--- config.mk ---
export PLATFORM = sky130hd
export DESIGN_NAME = legged_gait_sequencer_core
export DESIGN_NICKNAME = d
export VERILOG_FILES = /design/src/rtl/lgs_pkg.sv /design/src/rtl/lgs_ctrl.sv /design/src/rtl/lgs_datapath.sv /design/src/rtl/legged_gait_sequencer_core.sv
export SDC_FILE = /design/constraint.sdc
export NUM_CORES = 1
export LEC_CHECK = 0
export ABC_AREA = 1
export ABC_CLOCK_PERIOD_IN_PS = 3600
export BUFFER_PORTS_ARGS = -buffer_cell sky130_fd_sc_hd__buf_2
export CORE_ASPECT_RATIO = 1.2
export CORE_UTILIZATION = 59
export CTS_CLUSTER_SIZE = 10
export DETAILED_ROUTE_END_ITERATION = 8
export PLACE_DENSITY = 0.77
export SLEW_MARGIN = 20
export SYNTH_ARGS = -nofsm -noshare
export SYNTH_HDL_FRONTEND = slang
export SYNTH_HIERARCHICAL = 1
export SYNTH_SLANG_ARGS = --single-unit
--- constraint.sdc ---
create_clock -name clk -period 3.6 [get_ports clk]
set_clock_uncertainty 0.15 [all_clocks]
set_input_delay 0.36 -clock clk [delete_from_list [all_inputs] [get_ports clk]]
set_output_delay 0.36 -clock clk [all_outputs]
set_load 0.03 [all_outputs]
--- src/rtl/lgs_pkg.sv ---
// Types, constants and step table of the gait sequencer
package lgs_pkg;

    // Tick divider widths
    localparam int DIV_W      = 8;
    localparam int CNT_W      = DIV_W + 1;
    localparam int BIT_CNT_W  = $clog2(CNT_W);
    localparam int NUM_WALK   = 6;
    localparam int ITEM_CNT_W = 4;
    localparam int CFG_IDX_W  = 1;

    // Configuration register indexes
    localparam logic [CFG_IDX_W-1:0] REG_ROTATE_DIV = 1'd0;
    localparam logic [CFG_IDX_W-1:0] REG_SLOW_DIV   = 1'd1;

    // Divisor reset values
    localparam logic [DIV_W-1:0] ROTATE_DIV_RESET = DIV_W'(2);
    localparam logic [DIV_W-1:0] SLOW_DIV_RESET   = DIV_W'(3);

    // Leg addresses
    localparam logic [1:0] LEG_LF = 2'd0;
    localparam logic [1:0] LEG_LB = 2'd1;
    localparam logic [1:0] LEG_RF = 2'd2;
    localparam logic [1:0] LEG_RB = 2'd3;

    typedef enum logic [2:0] {
        CMD_MID     = 3'd0,
        CMD_STRETCH = 3'd1,
        CMD_IN      = 3'd2,
        CMD_STEPMID = 3'd3,
        CMD_OUT     = 3'd4,
        CMD_INSIDE  = 3'd5,
        CMD_OUTSIDE = 3'd6
    } lgs_leg_cmd_t;

    typedef enum logic [2:0] {
        MODE_STAND      = 3'd0,
        MODE_FORWARD    = 3'd1,
        MODE_BACK       = 3'd2,
        MODE_LEFT       = 3'd3,
        MODE_RIGHT      = 3'd4,
        MODE_TURN_RIGHT = 3'd5,
        MODE_TURN_LEFT  = 3'd6
    } lgs_mode_t;

    typedef enum logic [1:0] {
        DSEL_ONE    = 2'd0,
        DSEL_SLOW   = 2'd1,
        DSEL_ROTATE = 2'd2
    } lgs_dsel_t;

    // Lead-in pattern emitted when a walking mode starts from phase zero, or the stand pattern outside walking
    typedef enum logic [2:0] {
        LEAD_NONE,
        LEAD_RIGHT_IN,
        LEAD_BACK_OUT,
        LEAD_FRONT_OUT,
        LEAD_STAND
    } lgs_lead_t;

    typedef enum logic [1:0] {
        ST_IDLE,
        ST_DIVIDE,
        ST_CHECK,
        ST_EMIT
    } lgs_state_t;

    typedef struct packed {
        logic              req_type;
        logic signed [15:0] stick_x;
        logic signed [15:0] stick_y;
        logic              switch_left;
        logic              switch_right;
    } lgs_in_t;

    typedef struct packed {
        logic [1:0]   leg_index;
        lgs_leg_cmd_t leg_command;
        logic         last;
    } lgs_out_t;

    // Commands from the controller to the datapath
    typedef struct packed {
        logic joy_load;
        logic tick_inc;
        logic div_start;
        logic div_step;
        logic run_load;
        logic emit;
    } lgs_ctrl_t;

    // Status from the datapath to the controller
    typedef struct packed {
        logic div_done;
        logic rem_zero;
        logic plan_empty;
        logic emit_last;
        logic slot_free;
    } lgs_status_t;

    // Step command for one leg: step_sel 0 is the first step, 1 the second
    function automatic lgs_leg_cmd_t step_cmd(lgs_mode_t mode, logic step_sel,
                                              logic [1:0] leg);
        lgs_leg_cmd_t row [4];
        row = '{CMD_MID, CMD_MID, CMD_MID, CMD_MID};
        unique case (mode)
            MODE_FORWARD:
            begin
                if (step_sel) row = '{CMD_STEPMID, CMD_MID, CMD_INSIDE, CMD_IN};
                else          row = '{CMD_INSIDE, CMD_IN, CMD_STEPMID, CMD_MID};
            end
            MODE_BACK:
            begin
                if (step_sel) row = '{CMD_MID, CMD_STEPMID, CMD_IN, CMD_INSIDE};
                else          row = '{CMD_IN, CMD_INSIDE, CMD_MID, CMD_STEPMID};
            end
            MODE_LEFT:
            begin
                if (step_sel) row = '{CMD_STEPMID, CMD_OUTSIDE, CMD_MID, CMD_OUT};
                else          row = '{CMD_OUTSIDE, CMD_STEPMID, CMD_OUT, CMD_MID};
            end
            MODE_RIGHT:
            begin
                if (step_sel) row = '{CMD_OUT, CMD_MID, CMD_OUTSIDE, CMD_STEPMID};
                else          row = '{CMD_MID, CMD_OUT, CMD_STEPMID, CMD_OUTSIDE};
            end
            MODE_TURN_RIGHT:
            begin
                if (step_sel) row = '{CMD_MID, CMD_IN, CMD_IN, CMD_MID};
                else          row = '{CMD_OUT, CMD_MID, CMD_MID, CMD_OUT};
            end
            MODE_TURN_LEFT:
            begin
                if (step_sel) row = '{CMD_MID, CMD_OUT, CMD_OUT, CMD_MID};
                else          row = '{CMD_IN, CMD_MID, CMD_MID, CMD_IN};
            end
            default:
            begin
                row = '{CMD_MID, CMD_MID, CMD_MID, CMD_MID};
            end
        endcase
        return row[leg];
    endfunction

endpackage

--- src/rtl/lgs_ctrl.sv ---
// Controller state machine of the gait sequencer
module lgs_ctrl (
    input  logic               clk,
    input  logic               rst_n,
    input  logic               in_valid,
    input  logic               req_type,
    output logic               in_ready,
    input  lgs_pkg::lgs_status_t sts,
    output lgs_pkg::lgs_ctrl_t   ctl
);
    import lgs_pkg::*;

    lgs_state_t state_reg;
    lgs_state_t state_next;

    // Hold the state
    always_ff @(posedge clk or negedge rst_n)
    begin
        if (!rst_n)
        begin
            state_reg <= ST_IDLE;
        end
        else
        begin
            state_reg <= state_next;
        end
    end

    // Advance the state
    always_comb
    begin
        state_next = state_reg;
        unique case (state_reg)
            ST_IDLE:
            begin
                if (in_valid && req_type) state_next = ST_DIVIDE;
            end
            ST_DIVIDE:
            begin
                if (sts.div_done) state_next = ST_CHECK;
            end
            ST_CHECK:
            begin
                if (sts.rem_zero && !sts.plan_empty) state_next = ST_EMIT;
                else                                  state_next = ST_IDLE;
            end
            ST_EMIT:
            begin
                if (sts.slot_free && sts.emit_last) state_next = ST_IDLE;
            end
            default:
            begin
                state_next = ST_IDLE;
            end
        endcase
    end

    // Drive datapath commands
    always_comb
    begin
        in_ready = 1'b0;
        ctl      = '0;
        unique case (state_reg)
            ST_IDLE:
            begin
                in_ready = 1'b1;
                if (in_valid)
                begin
                    if (req_type)
                    begin
                        ctl.tick_inc  = 1'b1;
                        ctl.div_start = 1'b1;
                    end
                    else
                    begin
                        ctl.joy_load = 1'b1;
                    end
                end
            end
            ST_DIVIDE:
            begin
                ctl.div_step = 1'b1;
            end
            ST_CHECK:
            begin
                ctl.run_load = sts.rem_zero;
            end
            ST_EMIT:
            begin
                ctl.emit = sts.slot_free;
            end
            default:
            begin
                in_ready = 1'b0;
            end
        endcase
    end

endmodule

--- src/rtl/lgs_datapath.sv ---
// Datapath: mode decode, tick divider, phase store and command emitter
module lgs_datapath (
    input  logic                            clk,
    input  logic                            rst_n,
    input  lgs_pkg::lgs_ctrl_t              ctl,
    output lgs_pkg::lgs_status_t            sts,
    input  lgs_pkg::lgs_in_t                in_data,
    input  logic                            cfg_we,
    input  logic [lgs_pkg::CFG_IDX_W-1:0]   cfg_index,
    input  logic [lgs_pkg::DIV_W-1:0]       cfg_wdata,
    output logic                            out_valid,
    input  logic                            out_ready,
    output lgs_pkg::lgs_out_t               out_data
);
    import lgs_pkg::*;

    // Configuration and mode state
    logic [DIV_W-1:0] rotate_div_reg, rotate_div_next;
    logic [DIV_W-1:0] slow_div_reg, slow_div_next;
    lgs_mode_t        gait_mode_reg, gait_mode_next;
    lgs_dsel_t        dsel_reg, dsel_next;
    logic [CNT_W-1:0] tick_count_reg, tick_count_next;
    logic [1:0]       phase_reg [NUM_WALK];
    logic [1:0]       phase_next [NUM_WALK];

    // Remainder unit
    logic [CNT_W-1:0]     rem_reg, rem_next;
    logic [BIT_CNT_W-1:0] bit_cnt_reg, bit_cnt_next;
    logic [DIV_W-1:0]     cur_div;
    logic [CNT_W-1:0]     rem_shift;

    // Latched plan of the current run
    lgs_lead_t             lead_reg, lead_next;
    lgs_mode_t             plan_mode_reg, plan_mode_next;
    logic                  step_sel_reg, step_sel_next;
    logic [ITEM_CNT_W-1:0] lead_cnt_reg, lead_cnt_next;
    logic [ITEM_CNT_W-1:0] total_reg, total_next;
    logic [ITEM_CNT_W-1:0] item_reg, item_next;

    // Output register
    logic     out_valid_reg, out_valid_next;
    lgs_out_t out_data_reg, out_data_next;

    // Combinational plan from the current mode and phase
    logic [2:0]            mode_bits;
    logic                  walking;
    logic [2:0]            walk_idx;
    logic [1:0]            cur_phase;
    lgs_lead_t             plan_lead;
    logic                  plan_step;
    logic                  plan_sel;
    logic [ITEM_CNT_W-1:0] plan_lead_cnt;
    logic [ITEM_CNT_W-1:0] plan_total;
    logic [1:0]            plan_phase [NUM_WALK];

    // Joystick decode
    logic signed [16:0] x_ext, y_ext, nx_ext, ny_ext;
    logic               stick_zero;
    logic               sec_forward, sec_left, sec_back;

    // Item generation
    lgs_out_t              item;
    logic [ITEM_CNT_W-1:0] step_pos;
    logic                  slot_free;

    // Decode the stick sector with exact comparisons
    always_comb
    begin
        x_ext       = {in_data.stick_x[15], in_data.stick_x};
        y_ext       = {in_data.stick_y[15], in_data.stick_y};
        nx_ext      = -x_ext;
        ny_ext      = -y_ext;
        stick_zero  = (in_data.stick_x == 16'sd0) && (in_data.stick_y == 16'sd0);
        sec_forward = (y_ext > 17'sd0) && (x_ext <= y_ext) && (x_ext > ny_ext);
        sec_left    = (x_ext < 17'sd0) && (y_ext <= nx_ext) && (y_ext > x_ext);
        sec_back    = (y_ext < 17'sd0) && (x_ext >= y_ext) && (x_ext < ny_ext);
    end

    // Select the active divisor, zero acting as one
    always_comb
    begin
        case (dsel_reg)
            DSEL_SLOW:   cur_div = slow_div_reg;
            DSEL_ROTATE: cur_div = rotate_div_reg;
            default:     cur_div = DIV_W'(1);
        endcase
        if (cur_div == '0) cur_div = DIV_W'(1);
    end

    // Shift in the next count bit for the restoring remainder
    assign rem_shift = {rem_reg[CNT_W-2:0], tick_count_reg[bit_cnt_reg]};

    // Work out what the current mode would emit on a run
    always_comb
    begin
        mode_bits = gait_mode_reg;
        walking   = (mode_bits >= MODE_FORWARD) && (mode_bits <= MODE_TURN_LEFT);
        walk_idx  = mode_bits - 3'd1;
        cur_phase = walking ? phase_reg[walk_idx] : 2'd0;
        plan_lead = LEAD_NONE;
        plan_step = 1'b0;
        plan_sel  = 1'b0;
        for (int i = 0; i < NUM_WALK; i++) plan_phase[i] = phase_reg[i];
        if (!walking)
        begin
            plan_lead = LEAD_STAND;
            for (int i = 0; i < NUM_WALK; i++) plan_phase[i] = 2'd0;
        end
        else
        begin
            case (cur_phase)
                2'd0:
                begin
                    for (int i = 0; i < NUM_WALK; i++) plan_phase[i] = 2'd0;
                    case (gait_mode_reg)
                        MODE_FORWARD, MODE_BACK: plan_lead = LEAD_RIGHT_IN;
                        MODE_LEFT:               plan_lead = LEAD_BACK_OUT;
                        MODE_RIGHT:              plan_lead = LEAD_FRONT_OUT;
                        default:                 plan_lead = LEAD_STAND;
                    endcase
                    if (gait_mode_reg == MODE_FORWARD)
                    begin
                        plan_phase[walk_idx] = 2'd1;
                    end
                    else
                    begin
                        plan_step            = 1'b1;
                        plan_phase[walk_idx] = 2'd2;
                    end
                end
                2'd1:
                begin
                    plan_step            = 1'b1;
                    plan_phase[walk_idx] = 2'd2;
                end
                2'd2:
                begin
                    plan_step            = 1'b1;
                    plan_sel             = 1'b1;
                    plan_phase[walk_idx] = 2'd1;
                end
                default:
                begin
                    plan_step = 1'b0;
                end
            endcase
        end
        case (plan_lead)
            LEAD_STAND: plan_lead_cnt = ITEM_CNT_W'(8);
            LEAD_NONE:  plan_lead_cnt = '0;
            default:    plan_lead_cnt = ITEM_CNT_W'(2);
        endcase
        plan_total = plan_lead_cnt + (plan_step ? ITEM_CNT_W'(4) : '0);
    end

    // Build the command at the current item position
    always_comb
    begin
        step_pos         = item_reg - lead_cnt_reg;
        item.last        = (item_reg == total_reg - ITEM_CNT_W'(1));
        item.leg_index   = LEG_LF;
        item.leg_command = CMD_MID;
        if (item_reg < lead_cnt_reg)
        begin
            case (lead_reg)
                LEAD_RIGHT_IN:
                begin
                    item.leg_index   = item_reg[0] ? LEG_RB : LEG_RF;
                    item.leg_command = CMD_IN;
                end
                LEAD_BACK_OUT:
                begin
                    item.leg_index   = item_reg[0] ? LEG_RB : LEG_LB;
                    item.leg_command = CMD_OUT;
                end
                LEAD_FRONT_OUT:
                begin
                    item.leg_index   = item_reg[0] ? LEG_RF : LEG_LF;
                    item.leg_command = CMD_OUT;
                end
                LEAD_STAND:
                begin
                    item.leg_index   = item_reg[2:1];
                    item.leg_command = item_reg[0] ? CMD_STRETCH : CMD_MID;
                end
                default:
                begin
                    item.leg_index   = LEG_LF;
                    item.leg_command = CMD_MID;
                end
            endcase
        end
        else
        begin
            item.leg_index   = step_pos[1:0];
            item.leg_command = step_cmd(plan_mode_reg, step_sel_reg, step_pos[1:0]);
        end
    end

    assign slot_free = !out_valid_reg || out_ready;

    // Next-state logic of all datapath registers
    always_comb
    begin
        rotate_div_next = rotate_div_reg;
        slow_div_next   = slow_div_reg;
        gait_mode_next  = gait_mode_reg;
        dsel_next       = dsel_reg;
        tick_count_next = tick_count_reg;
        for (int i = 0; i < NUM_WALK; i++) phase_next[i] = phase_reg[i];
        rem_next        = rem_reg;
        bit_cnt_next    = bit_cnt_reg;
        lead_next       = lead_reg;
        plan_mode_next  = plan_mode_reg;
        step_sel_next   = step_sel_reg;
        lead_cnt_next   = lead_cnt_reg;
        total_next      = total_reg;
        item_next       = item_reg;
        out_valid_next  = out_valid_reg;
        out_data_next   = out_data_reg;

        // Take a register write
        if (cfg_we)
        begin
            unique case (cfg_index)
                REG_ROTATE_DIV: rotate_div_next = cfg_wdata;
                REG_SLOW_DIV:   slow_div_next   = cfg_wdata;
                default:        rotate_div_next = rotate_div_reg;
            endcase
        end

        // Take a joystick transaction
        if (ctl.joy_load)
        begin
            if (stick_zero && (in_data.switch_left == in_data.switch_right))
            begin
                dsel_next      = DSEL_ONE;
                gait_mode_next = MODE_STAND;
            end
            else if (in_data.switch_left && !in_data.switch_right)
            begin
                dsel_next      = DSEL_ROTATE;
                gait_mode_next = MODE_TURN_LEFT;
            end
            else if (!in_data.switch_left && in_data.switch_right)
            begin
                dsel_next      = DSEL_ROTATE;
                gait_mode_next = MODE_TURN_RIGHT;
            end
            else
            begin
                dsel_next = in_data.switch_left ? DSEL_SLOW : DSEL_ONE;
                if (sec_forward)   gait_mode_next = MODE_FORWARD;
                else if (sec_left) gait_mode_next = MODE_LEFT;
                else if (sec_back) gait_mode_next = MODE_BACK;
                else               gait_mode_next = MODE_RIGHT;
            end
        end

        // Count the tick and arm the remainder unit
        if (ctl.tick_inc) tick_count_next = tick_count_reg + CNT_W'(1);
        if (ctl.div_start)
        begin
            rem_next     = '0;
            bit_cnt_next = BIT_CNT_W'(CNT_W - 1);
        end

        // One restoring remainder step per cycle, most significant bit first
        if (ctl.div_step)
        begin
            if (rem_shift >= {1'b0, cur_div}) rem_next = rem_shift - {1'b0, cur_div};
            else                              rem_next = rem_shift;
            if (bit_cnt_reg != '0) bit_cnt_next = bit_cnt_reg - BIT_CNT_W'(1);
        end

        // Latch the plan, update phases and clear the tick count
        if (ctl.run_load)
        begin
            tick_count_next = '0;
            for (int i = 0; i < NUM_WALK; i++) phase_next[i] = plan_phase[i];
            lead_next      = plan_lead;
            plan_mode_next = gait_mode_reg;
            step_sel_next  = plan_sel;
            lead_cnt_next  = plan_lead_cnt;
            total_next     = plan_total;
            item_next      = '0;
        end

        // Load one command into the output register, or drop a taken one
        if (ctl.emit)
        begin
            out_valid_next = 1'b1;
            out_data_next  = item;
            item_next      = item_reg + ITEM_CNT_W'(1);
        end
        else if (out_ready)
        begin
            out_valid_next = 1'b0;
        end
    end

    // Control and state registers
    always_ff @(posedge clk or negedge rst_n)
    begin
        if (!rst_n)
        begin
            rotate_div_reg <= ROTATE_DIV_RESET;
            slow_div_reg   <= SLOW_DIV_RESET;
            gait_mode_reg  <= MODE_STAND;
            dsel_reg       <= DSEL_ONE;
            tick_count_reg <= '0;
            for (int i = 0; i < NUM_WALK; i++) phase_reg[i] <= 2'd0;
            bit_cnt_reg    <= '0;
            item_reg       <= '0;
            total_reg      <= '0;
            lead_cnt_reg   <= '0;
            out_valid_reg  <= 1'b0;
        end
        else
        begin
            rotate_div_reg <= rotate_div_next;
            slow_div_reg   <= slow_div_next;
            gait_mode_reg  <= gait_mode_next;
            dsel_reg       <= dsel_next;
            tick_count_reg <= tick_count_next;
            for (int i = 0; i < NUM_WALK; i++) phase_reg[i] <= phase_next[i];
            bit_cnt_reg    <= bit_cnt_next;
            item_reg       <= item_next;
            total_reg      <= total_next;
            lead_cnt_reg   <= lead_cnt_next;
            out_valid_reg  <= out_valid_next;
        end
    end

    // Payload registers
    always_ff @(posedge clk)
    begin
        rem_reg       <= rem_next;
        lead_reg      <= lead_next;
        plan_mode_reg <= plan_mode_next;
        step_sel_reg  <= step_sel_next;
        out_data_reg  <= out_data_next;
    end

    // Report status
    always_comb
    begin
        sts.div_done   = (bit_cnt_reg == '0);
        sts.rem_zero   = (rem_reg == '0);
        sts.plan_empty = (plan_total == '0);
        sts.emit_last  = item.last;
        sts.slot_free  = slot_free;
    end

    assign out_valid = out_valid_reg;
    assign out_data  = out_data_reg;

endmodule

--- src/rtl/legged_gait_sequencer_core.sv ---
// Sequencing: a joystick transaction is taken while idle and gives no result.
// A tick transaction is accepted while idle, runs through the shift-subtract
// remainder unit that tests the tick count against the divisor, and is then
// decided; a run then emits 2 to 12 leg commands, one per cycle while out_ready.
// One transaction is handled at a time; the next is taken only once it is done.
// Reset: asynchronous; divisors 2 and 3, stand mode, count and phases zero.
module legged_gait_sequencer_core (
    input  logic                          clk,
    input  logic                          rst_n,
    input  logic                          in_valid,
    output logic                          in_ready,
    input  lgs_pkg::lgs_in_t              in_data,
    output logic                          out_valid,
    input  logic                          out_ready,
    output lgs_pkg::lgs_out_t             out_data,
    input  logic                          cfg_we,
    input  logic [lgs_pkg::CFG_IDX_W-1:0] cfg_index,
    input  logic [lgs_pkg::DIV_W-1:0]     cfg_wdata
);
    import lgs_pkg::*;

    lgs_ctrl_t   ctl;
    lgs_status_t sts;

    // Sequence each transaction
    lgs_ctrl u_ctrl (
        .clk      (clk),
        .rst_n    (rst_n),
        .in_valid (in_valid),
        .req_type (in_data.req_type),
        .in_ready (in_ready),
        .sts      (sts),
        .ctl      (ctl)
    );

    // Hold state and build leg commands
    lgs_datapath u_datapath (
        .clk       (clk),
        .rst_n     (rst_n),
        .ctl       (ctl),
        .sts       (sts),
        .in_data   (in_data),
        .cfg_we    (cfg_we),
        .cfg_index (cfg_index),
        .cfg_wdata (cfg_wdata),
        .out_valid (out_valid),
        .out_ready (out_ready),
        .out_data  (out_data)
    );

endmodule

# --- After elaboration in Yosys (flattened, before gate mapping) ---
# Cells that the tools add are included.
word_totals:
  reg_bits: 83
  inputBits: 49
  out_inout_bits: 8
  elab_cells: 202
classes:
  add_sub_neg: 10
  magnitude_cmp: 17
  n_eq_ne: 28
  mux: 74
  n_bitwise: 9
  n_reduce_logical: 40
ops:
  columns: ["op", "count"]
  rows:
  - ["12-bit two-way mux", 7]
  - ["12-bit one-hot mux with 6 select lines", 1]
  - ["9-bit two-way mux", 5]
  - ["3-bit two-way mux", 13]
  - ["12-bit one-hot mux with 3 select lines", 1]
  - ["16-bit negation with 17-bit output", 2]
  - ["16-bit zero test", 2]
  - ["16-bit by 1-bit less-than comparator with 1-bit output (second input constant)", 2]
  - ["2-bit two-way mux", 14]
  - ["11-bit two-way mux", 2]
  - ["4-bit two-way mux", 5]
  - ["5-bit one-hot mux with 4 select lines", 1]
  - ["3-bit by 2-bit equality test with 1-bit output (second input constant)", 6]
  - ["3-bit equality test (second input constant)", 6]
  - ["16-bit by 17-bit > comparator with 1-bit output", 1]
  - ["16-bit by 17-bit <= comparator with 1-bit output", 1]
  - ["16-bit by 17-bit less-than comparator with 1-bit output", 1]
  - ["16-bit >= comparator", 1]
  - ["16-bit by 1-bit > comparator with 1-bit output (second input constant)", 1]
  - ["16-bit > comparator", 1]
  - ["16-bit <= comparator", 1]
  - ["8-bit one-hot mux with 2 select lines", 1]
  - ["1-bit logical AND", 15]
  - ["1-bit two-way mux", 14]
  - ["other kinds (51)", 74]

# --- Logic depth before layout (Yosys ltp) ---
# Gate-level depths: netlist of the first run.
logic_depth:
  depth_word: 17
  depth_mapped: 26
  ltp_nobuf: 26

# --- Hierarchy ---
# Netlist of the first run, hierarchy kept.
modules_own_cells:
  columns: ["mod", "instances", "cells_per_inst", "area_per_inst_um2", "seq_area_each_um2"]
  rows:
  - ["lgs_datapath", 1, 925, 6690.2, 2015.7]
  - ["lgs_ctrl", 1, 34, 190.2, 50.0]

# --- Worst setup path after synthesis of the first run ---
# No wires, ideal clock.
synth_path:
  path_kind: "register -> register"
  from: "reg u_datapath.gait_mode_reg[0]"
  to: "reg u_datapath/phase_reg[5] (netlist bit)"
  setup_time_ps: 117
  arrival_time_ps: 3041
  t_required_ps: 3333
  slack_ps: 292
  stages_incl_launch_ff: 18
  n_path_buf: 1
  period_less_slack_ps: 3308
  path_cell_list: "dfrtp_1 inv_2 ha_1 ha_1 nor3_1 inv_1 nor2_1 nor4_1 inv_1 ha_1 buf_2 inv_1 o21ai_0 o21ai_0 nand2_1 nand2_1 o21ai_1 inv_1"
synth_via:
  elab_chain_cells: 10
  word_cells_on_any_way: 26
  classes_between: "add/sub: 1; order compare: 4; eq/ne: 4; mux: 9; bitwise: 4; reduce/logical: 4"
synth_lines:
  columns: ["item", "line", "text"]
  rows:
  - ["start, declared", "lgs_datapath.sv:20", "lgs_mode_t gait_mode_reg, gait_mode_next;"]
  - ["start signal, assigned", "lgs_datapath.sv:323", "gait_mode_reg <= gait_mode_next;"]
  - ["3-bit by 1-bit subtractor with 3-bit output", "lgs_datapath.sv:98", "walk_idx = mode_bits - 3'd1;"]
  - ["3-bit inverter with 4-bit output (not written as such)", null, null]
  - ["4-bit >= comparator (not written as such) or 4-bit by 1-bit less-than comparator with 1-bit output (tied branches)", "lgs_datapath.sv:128, lgs_datapath.sv:134, lgs_datapath.sv:140", null]
  - ["1-bit logical AND (not written as such)", "lgs_datapath.sv:128, lgs_datapath.sv:134, lgs_datapath.sv:140", null]
  - ["2-bit two-way mux (not written as such)", "lgs_datapath.sv:128, lgs_datapath.sv:134, lgs_datapath.sv:140", null]
  - ["2-bit demux with 3-bit select", "lgs_datapath.sv:128, lgs_datapath.sv:134, lgs_datapath.sv:140", null]
  - ["6-bit inverter (no line)", null, null]
  - ["6-bit AND (no line)", null, null]
  - ["12-bit one-hot mux with 3 select lines", "lgs_datapath.sv:111", "case (cur_phase)"]
  - ["12-bit two-way mux", "lgs_datapath.sv:104", "if (!walking)"]
  - ["end, declared", "lgs_datapath.sv:23", "logic [1:0] phase_reg [NUM_WALK];"]
# Several ways; a longest one is shown, not always the timed one. The select of a mux whose other input is x is not followed.
# A chain may end at the register's enable or synchronous reset.

# --- Worst setup path in the final report of the first run ---
layout_path:
  from: "reg u_datapath.dsel_reg[1]"
  to: "reg u_datapath.rem_reg[8] (data pin)"
layout_via:
  elab_chain_cells: 7
  word_cells_on_any_way: 9
  classes_between: "add/sub: 1; order compare: 1; eq/ne: 2; mux: 4; reduce/logical: 1"
layout_lines:
  columns: ["item", "line", "text"]
  rows:
  - ["start, declared", "lgs_datapath.sv:21", "lgs_dsel_t dsel_reg, dsel_next;"]
  - ["start signal, assigned", "lgs_datapath.sv:324", "dsel_reg <= dsel_next;"]
  - ["2-bit equality test or 2-bit by 1-bit equality test with 1-bit output (tied branches)", "lgs_datapath.sv:82", "case (dsel_reg)"]
  - ["8-bit one-hot mux with 2 select lines (*)", "lgs_datapath.sv:82", null]
  - ["8-bit zero test", "lgs_datapath.sv:87", "if (cur_div == '0) cur_div = DIV_W'(1);"]
  - ["8-bit two-way mux (*)", "lgs_datapath.sv:87", null]
  - ["9-bit by 8-bit subtractor with 9-bit output or 9-bit by 8-bit >= comparator with 1-bit output (tied branches)", "lgs_datapath.sv:271", "if (rem_shift >= {1'b0, cur_div}) rem_next = rem_shift - {1'b0, cur_div};"]
  - ["9-bit two-way mux (*)", "lgs_datapath.sv:271", null]
  - ["9-bit two-way mux (*)", "lgs_datapath.sv:269", "if (ctl.div_step)"]
  - ["end signal, assigned", "lgs_datapath.sv:338", "rem_reg <= rem_next;"]
  - ["end, declared", "lgs_datapath.sv:27", "logic [CNT_W-1:0] rem_reg, rem_next;"]
# Mark *: on every way between the ends. The rest lies on a longest branch, timed or not.

==> impl_metrics.tcl, run 1 <==
set metrics [dict create \
    tritoncts "yes" \
    grt_first_pass_wirelength_um 26400 \
    setup_viol 0 \
    initial_utilization_pct 61.5 \
    ir_worst_vdd_uv 570 \
    cp.arrival_ns 3.27 \
    critical_path_peak_fanout 8 \
    cts_buffers 9 \
    cts_root_buf "clkbuf_16" \
    syn-num-nets 1089 \
    clock_sinks 78 \
    htreeDepth 3 \
    multiInputGateArea_mm2 0.00416 \
    nets 1161 \
    cts_buffer_depth 2 \
    vias 6406 \
    crit_family "compound AO/OA/AOI/OAI gates" \
    worst_hold_slack_ns -0.0277 \
    hp-class "in2async" \
    dr.pass1.iters 5 \
    tightest_slew_ns 0.864 \
    start_kind "flop" \
    cp_cell_sequence "inv_1 > ha_1 > a22o_1 > nand2_1 > nand4_1 > o21ai_0 > ha_1 > inv_1 > fa_1 > inv_1 > o21ai_0 > a22oi_1 > o211ai_1 > xor2_1 > nand2_1 > nor2_1" \
    synthArstFlopShare_pct 71.8 \
    fin_tns_setup_ns 0 \
    path_class "reg2reg" \
    synth_top_cell_area_share_pct 19.3 \
    slowest_stage "fa_1" \
    io_buffers 56 \
    die-area_mm2 0.0121 \
    violations "hold timing" \
    area_growth_pct 12.7 \
    core_mm2 0.0112 \
    cap_viol_max_count 0 \
    drt-initial-drc-count 297 \
    io_pins 57 \
    wl_per_cell_um 12.7 \
    drive_above_1_share_pct 12.5 \
    regArea_mm2 0.00207 \
    r2r_end "u_datapath/rem_reg[8]" \
    antenna_cells 0 \
    fillCellCount 987 \
    r2r_slack_ns 0.28 \
    grtUsageTotal_pct 27.0 \
    insertion_delay_ns 0.34 \
    relSlewSlack_pct 42.4 \
    rsz0062_at_grt "false" \
    hold_buffers 0 \
    synth-edff-count 22 \
    synth_top_cell_by_area "dfrtp_1" \
    worstReg2RegStart "u_datapath/dsel_reg[1]" \
    dominantRegCellSynth "dfrtp_1" \
    ant_nets 0 \
    timing.final.crit_share_pct 92.1 \
    crit_required_ns 3.55 \
    cp_num_buf_inv 3 \
    rows 42 \
    period_needed_ns 3.32 \
    die_x_um 101 \
    ys_types 51 \
    max_freq_mhz 302 \
    slowest_delay_ns 0.40 \
    vias_per_cell 5.38 \
    gp_congestion 0.875 \
    largest_reg_flops 12 \
    reg2regPathDepth 16 \
    maxSlewViolCount 0 \
    wirelength_um 15100 \
    antenna_found_initial 0 \
    netlist_instances 959 \
    hold_viol_final 35 \
    path_clk_slew_ns 0.07 \
    synthTopCellsByCount "215 x nand2_1, 151 x inv_1, 91 x nor2_1" \
    run_status "finished with violations" \
    final_util_pct 69.2 \
    syn_area_mm2 0.00688 \
    route.detailed.drc 0 \
    crit_top_cell "inv_1" \
    yosys_warnings 6 \
    grt_overflow 0 \
    synth-seq-cells 78 \
    leakagePower_uw 0.00400 \
    die_h_um 120 \
    cp-end-kind "flop" \
    first_global_vias 6151 \
    grt_max_degree 40 \
    power.density_mw_per_mm2 768 \
    ys_seq_area_share_pct 30.0 \
    post-synth-top-count-cell "nand2_1" \
    synth.avg_cell_area_um2 7.17 \
    dp_hpwl_um 11600 \
    ys_top_cells_by_area "dfrtp_1 19%, ha_1 15%, nand2_1 12%" \
]
==> placed cells by master, fill, tap and decap left out, types with 2 or more instances in the layout <==
| cell | instances |
|---|---|
| nor3_4 | 2 |
| buf_2 | 56 |
| nand2_2 | 5 |
| xor2_1 | 23 |
| a21o_1 | 5 |
| xnor2_1 | 9 |
| inv_2 | 3 |
| clkbuf_16 | 10 |
| nand4_1 | 12 |
| dfrtp_1 | 53 |
| nor3_2 | 4 |
| nor2_1 | 89 |
| nor2_2 | 6 |
| nand3_1 | 36 |
| a221oi_1 | 3 |
| inv_6 | 2 |
| o21ai_1 | 3 |
| buf_4 | 23 |
| o31ai_1 | 2 |
| nor3_1 | 23 |
| inv_1 | 151 |
| nand2_1 | 215 |
| nand3_2 | 4 |
| a211oi_1 | 2 |
| a21oi_1 | 59 |
| a22oi_1 | 2 |
| a22o_1 | 7 |
| o21ai_0 | 81 |
| ha_1 | 80 |
| nor4_1 | 5 |
| edfxtp_1 | 22 |
| a2bb2oi_1 | 4 |
| o22ai_1 | 11 |
| nor4_2 | 2 |
| dfstp_2 | 3 |
==> how the worst max path moves through the flow <==
stage,endpoint,startpoint,depth (start not counted),slack (ns)
3_5_place_dp,u_datapath/gait_mode_reg[1],in_data[18],27,0.01
3_3_place_gp,u_datapath/gait_mode_reg[1],in_data[18],27,0.15
5_1_grt,u_datapath/rem_reg[8],u_datapath/dsel_reg[0],16,0.02
2_1_floorplan,u_datapath/phase_reg[5],u_datapath/gait_mode_reg[0],17,0.29
4_1_cts,u_ctrl/state_reg[0],u_datapath/gait_mode_reg[0],18,0.24
6_report,u_datapath/rem_reg[8],u_datapath/dsel_reg[1],16,0.28
==> metrics by stage <==
stage / area [um2] / hold slack [ns] / setup slack, ns / power, uW / cells
after floorplan: 6880 / -0.0856 / 0.292 / 3990 / 959
after global placement: 7420 / 0.312 / 0.155 / 4910 / 1172
after detailed placement: 7420 / 0.310 / 0.0139 / 4960 / 1172
after CTS: 7720 / 0.0124 / 0.239 / 5920 / 1188
after global routing: 7750 / 0.0520 / 0.0175 / 6560 / 1190
final: 7750 / -0.0277 / 0.285 / 5950 / 1190
==> worst reg2reg max path: stages (launching register included) <==
cell and delay (ns):
dfrtp_1 0.38, inv_1 0.05, ha_1 0.29, a22o_1 0.26, nand2_1 0.14, nand4_1 0.10
o21ai_0 0.24, ha_1 0.20, inv_1 0.06, fa_1 0.40, inv_1 0.08, o21ai_0 0.16
a22oi_1 0.18, o211ai_1 0.12, xor2_1 0.16, nand2_1 0.07, nor2_1 0.04
==> timing repair <==
action                                 CTS  global route
resized for setup                        0             5
buffers inserted                         0             2
setup endpoints to repair                0             5
endpoints found under the hold margin    0             0
==> logic make-up after synthesis <==
| kind of cell | Yosys count | share of synthesized area, % |
|---|---|---|
| compound gates | 187 | 15.5 |
| xor+xnor | 32 | 4.07 |
| fa+ha+maj | 81 | 14.8 |
| buf+inv | 173 | 9.78 |
| flops | 78 | 30.0 |
| simple gates | 408 | 25.8 |
==> layer usage <==
metal / global-route usage (%) / wire length, um / vias up / part of all wire, %
li1: - / - / 3315 / -
met3: 3.87 / 554 / 33 / 3.7
met5: 0 / 0 / - / 0
met1: 32.6 / 6730 / 2904 / 45
met4: 11.4 / 421 / 0 / 2.8
met2: 47.6 / 7410 / 154 / 49
==> power by group <==
| group | internal, uW | total, uW | switching [uW] |
|---|---|---|---|
| logic | 1410 | 3640 | 2230 |
| clock network | 519 | 905 | 387 |
| registers | 1210 | 1410 | 196 |
| total | 3140 | 5950 | 2810 |
==> final cells by class <==
type / instances / share of cell area (%)
Timing Repair Buffer: 79 / 5.84
Inverter: 155 / 7.51
Sequential cell: 78 / 26.7
Clock buffer: 10 / 3.23
Tap cell: 154 / 2.49
Clock inverter: 6 / 0.646
Multi-Input combinational cell: 708 / 53.6
Power figures use the tool's default switching activity.
==> inputs of run 2 (changes only) <==
- ABC_AREA: 1 -> default
- RECOVER_POWER: default -> 25
==> run 2 against run 1 <==
- the run ends with capacitance limit, slew limit left
- setup slack worse by 0.12 ns
- final cell count fell by 18%
- largest cell class unchanged
- clock power increased by 7.0%
==> impl_metrics.tcl, run 2 <==
set metrics [dict create \
    run_status "finished with violations" \
    violations "capacitance limit, slew limit" \
    cts_buffer_depth 2 \
    worst_hold_slack_ns 0.127 \
    synthArstFlopShare_pct 71.8 \
    die_x_um 98.8 \
    slowest_stage "or3_1" \
    cts_root_buf "clkbuf_16" \
    nets 965 \
    insertion_delay_ns 0.33 \
    rows 42 \
    final_cell_mix "83 x nor2_1, 76 x ha_1, 64 x a21oi_1, 55 x buf_2, 53 x dfrtp_1" \
    timing.final.crit_share_pct 95.4 \
    grtUsageTotal_pct 28.9 \
    syn_area_mm2 0.00663 \
    max_freq_mhz 291 \
    worstReg2RegStart "u_datapath/gait_mode_reg[1]" \
    cp.arrival_ns 3.50 \
    leakagePower_uw 0.00355 \
    antenna_found_initial 0 \
    yosys_warnings 6 \
    ys_top_cells_by_area "dfrtp_1 20%, ha_1 15%, edfxtp_1 10%" \
    ys_seq_area_share_pct 31.2 \
    drt-initial-drc-count 318 \
    r2r_slack_ns 0.16 \
    ys_types 72 \
    htreeDepth 3 \
    fin_area_mm2 0.00782 \
    reg2regPathDepth 12 \
    crit_family "adder cells" \
    dominantRegCellSynth "dfrtp_1" \
    path_class "reg2reg" \
    grt_overflow 0 \
    core_mm2 0.0110 \
    synth_top_cell_area_share_pct 20.0 \
    path_clk_slew_ns 0.06 \
    power.density_mw_per_mm2 819 \
    post-synth-top-count-cell "nor2_1" \
    cts_buffers 9 \
    final_util_pct 71.2 \
    initial_utilization_pct 60.4 \
    grt_first_pass_wirelength_um 27500 \
    dr.pass1.iters 5 \
    slowest_delay_ns 0.49 \
    area_growth_pct 17.9 \
    dp_hpwl_um 12300 \
    ant_nets 0 \
    post-route-worst-setup-slack_ns 0.165 \
    place_area_mm2 0.00731 \
    synthTopCellsByCount "85 x nor2_1, 80 x ha_1, 65 x a21oi_1" \
    maxSlewViolCount 44 \
    crit_path_start "u_datapath/gait_mode_reg[1]" \
    io_buffers 56 \
    r2r_end "u_ctrl/state_reg[0]" \
    synth-edff-count 22 \
    antenna_cells 0 \
    die-area_mm2 0.0117 \
    endpoint "u_ctrl/state_reg[0]" \
    io_pins 57 \
    largest_reg_flops 12 \
    first_global_vias 6047 \
    synth-seq-cells 78 \
    grt_max_degree 44 \
    die_h_um 118 \
    setup_viol 0 \
    crit_required_ns 3.66 \
    synth_top_cell_by_area "dfrtp_1" \
    pre_cts_ws_ns -0.383 \
    hold_viol_final 0 \
    syn-num-nets 878 \
    start_kind "flop" \
    critical_path_peak_fanout 10 \
    tritoncts "yes" \
    cp.depth 12 \
    wl_per_cell_um 16.8 \
    route.detailed.drc 0 \
    wirelength_um 16400 \
    netlist_instances 748 \
    cap_viol_max_count 1 \
    drive_above_1_share_pct 22.6 \
    ir_worst_vdd_uv 505 \
    rsz0062_at_grt "true" \
    vias 5989 \
    synth.avg_cell_area_um2 8.86 \
    cp_num_buf_inv 1 \
    vias_per_cell 6.16 \
    gp_congestion 0.931 \
    layout_commonest_cell "nor2_1" \
    cp-end-kind "flop" \
    cp_cell_sequence "inv_1 > ha_1 > ha_1 > or3_1 > o21ai_1 > a211o_1 > ha_2 > a21oi_1 > nor3_2 > nor3_2 > o22a_1 > mux2i_1" \
    tightest_slew_ns 2.34 \
    relSlewSlack_pct -56.3 \
    period_needed_ns 3.44 \
    clock_sinks 78 \
    hp-class "in2reg" \
]
-- run 2: cell types whose count changed in the layout (fill, tap and decap cells not counted), sizes merged, moves of 9 or more --
cell    previous run  this run
a21o               5        16
buf               79        99
inv              157        50
mux2               0        23
mux2i              0        13
nand2            220        46
nand2b             0        15
nand3             40        17
nor2              95        85
nor3              29        16
o21ai             85        27
or2                1        10
xnor2              9        26
-- run 2: per-stage QoR --
| stage | std cells | TNS, ns | total power [uW] |
|---|---|---|---|
| floorplan | 748 | 0 | 4210 |
| global placement | 955 | -0.426 | 4970 |
| detailed placement | 955 | -1.08 | 5140 |
| CTS | 971 | 0 | 6170 |
| global route | 972 | -0.0288 | 6850 |
| finish | 972 | 0 | 6400 |
-- run 2: logic make-up (layout without fill, tap and decap cells) --
family,after synthesis,in the layout,share of synthesized area (%)
flops,78,78,31.2
mux,38,38,6.55
fa+ha+maj,81,81,15.4
xor+xnor,41,41,5.42
buf+inv,76,168,4.49
simple gates,255,255,19.6
compound gates,179,179,17.3
-- run 2: what timing repair did --
action                                 CTS  global route
endpoints found under the hold margin    0            42
setup endpoints to repair                3            20
resized for setup                        2            36
buffers inserted                         0             0
hold buffers                             0             1
pin swaps                                0            14
-- run 2: where the power goes --
| group | internal (uW) | switching [uW] | total [uW] |
|---|---|---|---|
| Combinational | 1650 | 2320 | 3970 |
| Sequential | 1240 | 229 | 1470 |
| Clock | 628 | 340 | 968 |
-- run 2: metal layers --
| metal | track usage [%] | share of wire (%) |
|---|---|---|
| met1 | 33.3 | 41 |
| met3 | 3.98 | 3.5 |
| met5 | 0 | 0 |
| met4 | 12.7 | 2.7 |
| met2 | 52.7 | 53 |
-- run 2: worst min-delay path by stage --
stage                              from                         end  depth (start not counted)
4_1_cts                           rst_n      u_datapath/item_reg[1]                          1
3_5_place_dp   u_datapath/phase_reg[11]    u_datapath/phase_reg[11]                          2
6_report                   cfg_wdata[5]  u_datapath/slow_div_reg[5]                          2
3_3_place_gp    u_datapath/phase_reg[0]     u_datapath/phase_reg[0]                          2
5_1_grt                    cfg_wdata[1]  u_datapath/slow_div_reg[1]                          2
2_1_floorplan                     rst_n         u_ctrl/state_reg[0]                          0
-- run 2: final cells by class --
type                    count  area (um2)
fillers                   816        3170
repair buffers            101         623
clock inverters             3        68.8
multi-input cells         594        4450
well taps                 132         165
inverters                  51         191
clock buffers              13         250
flip-flops and latches     78        2070
==> inputs of run 3 (changes only) <==
- CTS_BUF_LIST: default -> sky130_fd_sc_hd__clkbuf_8 sky130_fd_sc_hd__clkbuf_16
==> run 3 against run 2 <==
- final cell count unchanged
- power decreased by 0.17%
- global-route usage unchanged
- critical path type unchanged
- final area unchanged
- critical path depth unchanged
- setup slack about the same
- fmax about the same
- the flow still finishes with violations (capacitance limit, slew limit)
- hold slack about the same
- count of clock-buffer cells in the layout decreased by 3
- largest cell class unchanged
==> impl_metrics.tcl, run 3 (same netlist as run 2, synthesis figures left out) <==
set metrics [dict create \
    run_status "finished with violations" \
    violations "capacitance limit, slew limit" \
    grtUsageTotal_pct 28.9 \
    cts_buffers 9 \
    path_clk_slew_ns 0.06 \
    area_growth_pct 17.9 \
    antenna_found_initial 0 \
    cts_root_buf "clkbuf_16" \
    final_util_pct 71.2 \
    place_area_mm2 0.00731 \
    io_buffers 56 \
    path_class "reg2reg" \
    rsz0062_at_grt "true" \
    worst_hold_slack_ns 0.127 \
    rows 42 \
    die_x_um 98.8 \
    nets 965 \
    wirelength_um 16400 \
    drive_above_1_share_pct 22.6 \
    finalPower_uw 6390 \
    stdcell_count 972 \
    cts_buffer_depth 2 \
    gp_congestion 0.931 \
    postCtsSetupBuffers 0 \
    cp-end-kind "flop" \
    die_h_um 118 \
    dr.pass1.iters 6 \
    initial_utilization_pct 60.4 \
    ant_nets 0 \
    clock_sinks 78 \
    core_mm2 0.0110 \
    ir_worst_vdd_uv 505 \
    cp.arrival_ns 3.50 \
    largest_reg_flops 12 \
    fin_area_mm2 0.00782 \
    hold_viol_final 0 \
    tightest_slew_ns 2.35 \
    start_kind "flop" \
    io_pins 57 \
    crit_required_ns 3.66 \
    dpl.cell_count 955 \
    htreeDepth 3 \
    timing.final.crit_share_pct 95.4 \
    period_needed_ns 3.44 \
    maxSlewViolCount 44 \
    vias_per_cell 6.18 \
    power.density_mw_per_mm2 818 \
    relSlewSlack_pct -56.6 \
    leakagePower_uw 0.00356 \
    grt_first_pass_wirelength_um 27500 \
    max_freq_mhz 291 \
    tritoncts "yes" \
    drt-initial-drc-count 307 \
    final_cell_mix "83 x nor2_1, 76 x ha_1, 64 x a21oi_1, 55 x buf_2, 53 x dfrtp_1" \
    setup_viol 0 \
    layout_commonest_cell "nor2_1" \
    antenna_cells 0 \
    vias 6006 \
    first_global_vias 6047 \
    die-area_mm2 0.0117 \
    route.detailed.drc 0 \
    wl_per_cell_um 16.9 \
    insertion_delay_ns 0.33 \
    hp-class "in2reg" \
    critical_path_peak_fanout 10 \
    dp_hpwl_um 12300 \
    grt_overflow 0 \
    cap_viol_max_count 1 \
    grt_max_degree 44 \
]
run 3: changes by cell type in the layout (fill, tap and decap cells not counted), sizes merged:
cell    change
clkbuf      -3
inv         +3
run 3: area by class of cell:
class                   instances  area [um2]
flip-flops and latches         78        2070
clock inverters                 6        80.1
multi-input cells             594        4450
clock buffers                  10         239
repair buffers                101         623
well taps                     132         165
fillers                       816        3170
inverters                      51         191
run 3: path summary, 6_finish.rpt:
kind	start	end	slack, ns	cells after the start
worst min register to register	u_datapath/phase_reg[11]	u_datapath/phase_reg[11]	0.34	2
min in group asynchronous	rst_n	u_datapath/item_reg[1]	1.13	2
max in group asynchronous	rst_n	u_datapath/phase_reg[2]	0.83	2
worst max-delay path	u_datapath/gait_mode_reg[1]	u_ctrl/state_reg[0]	0.16	12
worst max register to register	u_datapath/gait_mode_reg[1]	u_ctrl/state_reg[0]	0.16	12
worst min-delay path	cfg_wdata[5]	u_datapath/slow_div_reg[5]	0.13	2
run 3: repair_timing:
action | 4_1_cts | 5_1_grt
hold buffers | 0 | 1
pin swaps | 0 | 14
endpoints found under the setup margin | 3 | 20
gates resized for setup | 2 | 36
endpoints found under the hold margin | 0 | 42
run 3: per-layer routing:
layer	global-route usage (%)	wire, um
met1	33.3	6700
met3	3.98	595
met4	12.7	438
met5	0	0
met2	52.7	8660
run 3: worst max-delay path, stage by stage (launching register included):
cell	delay [ns]
dfrtp_1	0.45
inv_1	0.11
ha_1	0.22
ha_1	0.40
or3_1	0.49
o21ai_1	0.20
a211o_1	0.19
ha_2	0.30
a21oi_1	0.21
nor3_2	0.09
nor3_2	0.26
o22a_1	0.20
mux2i_1	0.06
run 3: stage by stage:
step	TNS [ns]	worst slack (ns)
4_1_cts	0	0.0294
5_1_grt	-0.0288	-0.0288
3_3_place_gp	-0.426	-0.177
3_5_place_dp	-1.08	-0.383
6_report	0	0.165
2_1_floorplan	0	0.0451
run 3: report_power, final:
group          internal (uW)  switching (uW)  total, uW
combinational           1650            2320       3970
sequential              1240             228       1460
clock                    619             342        962
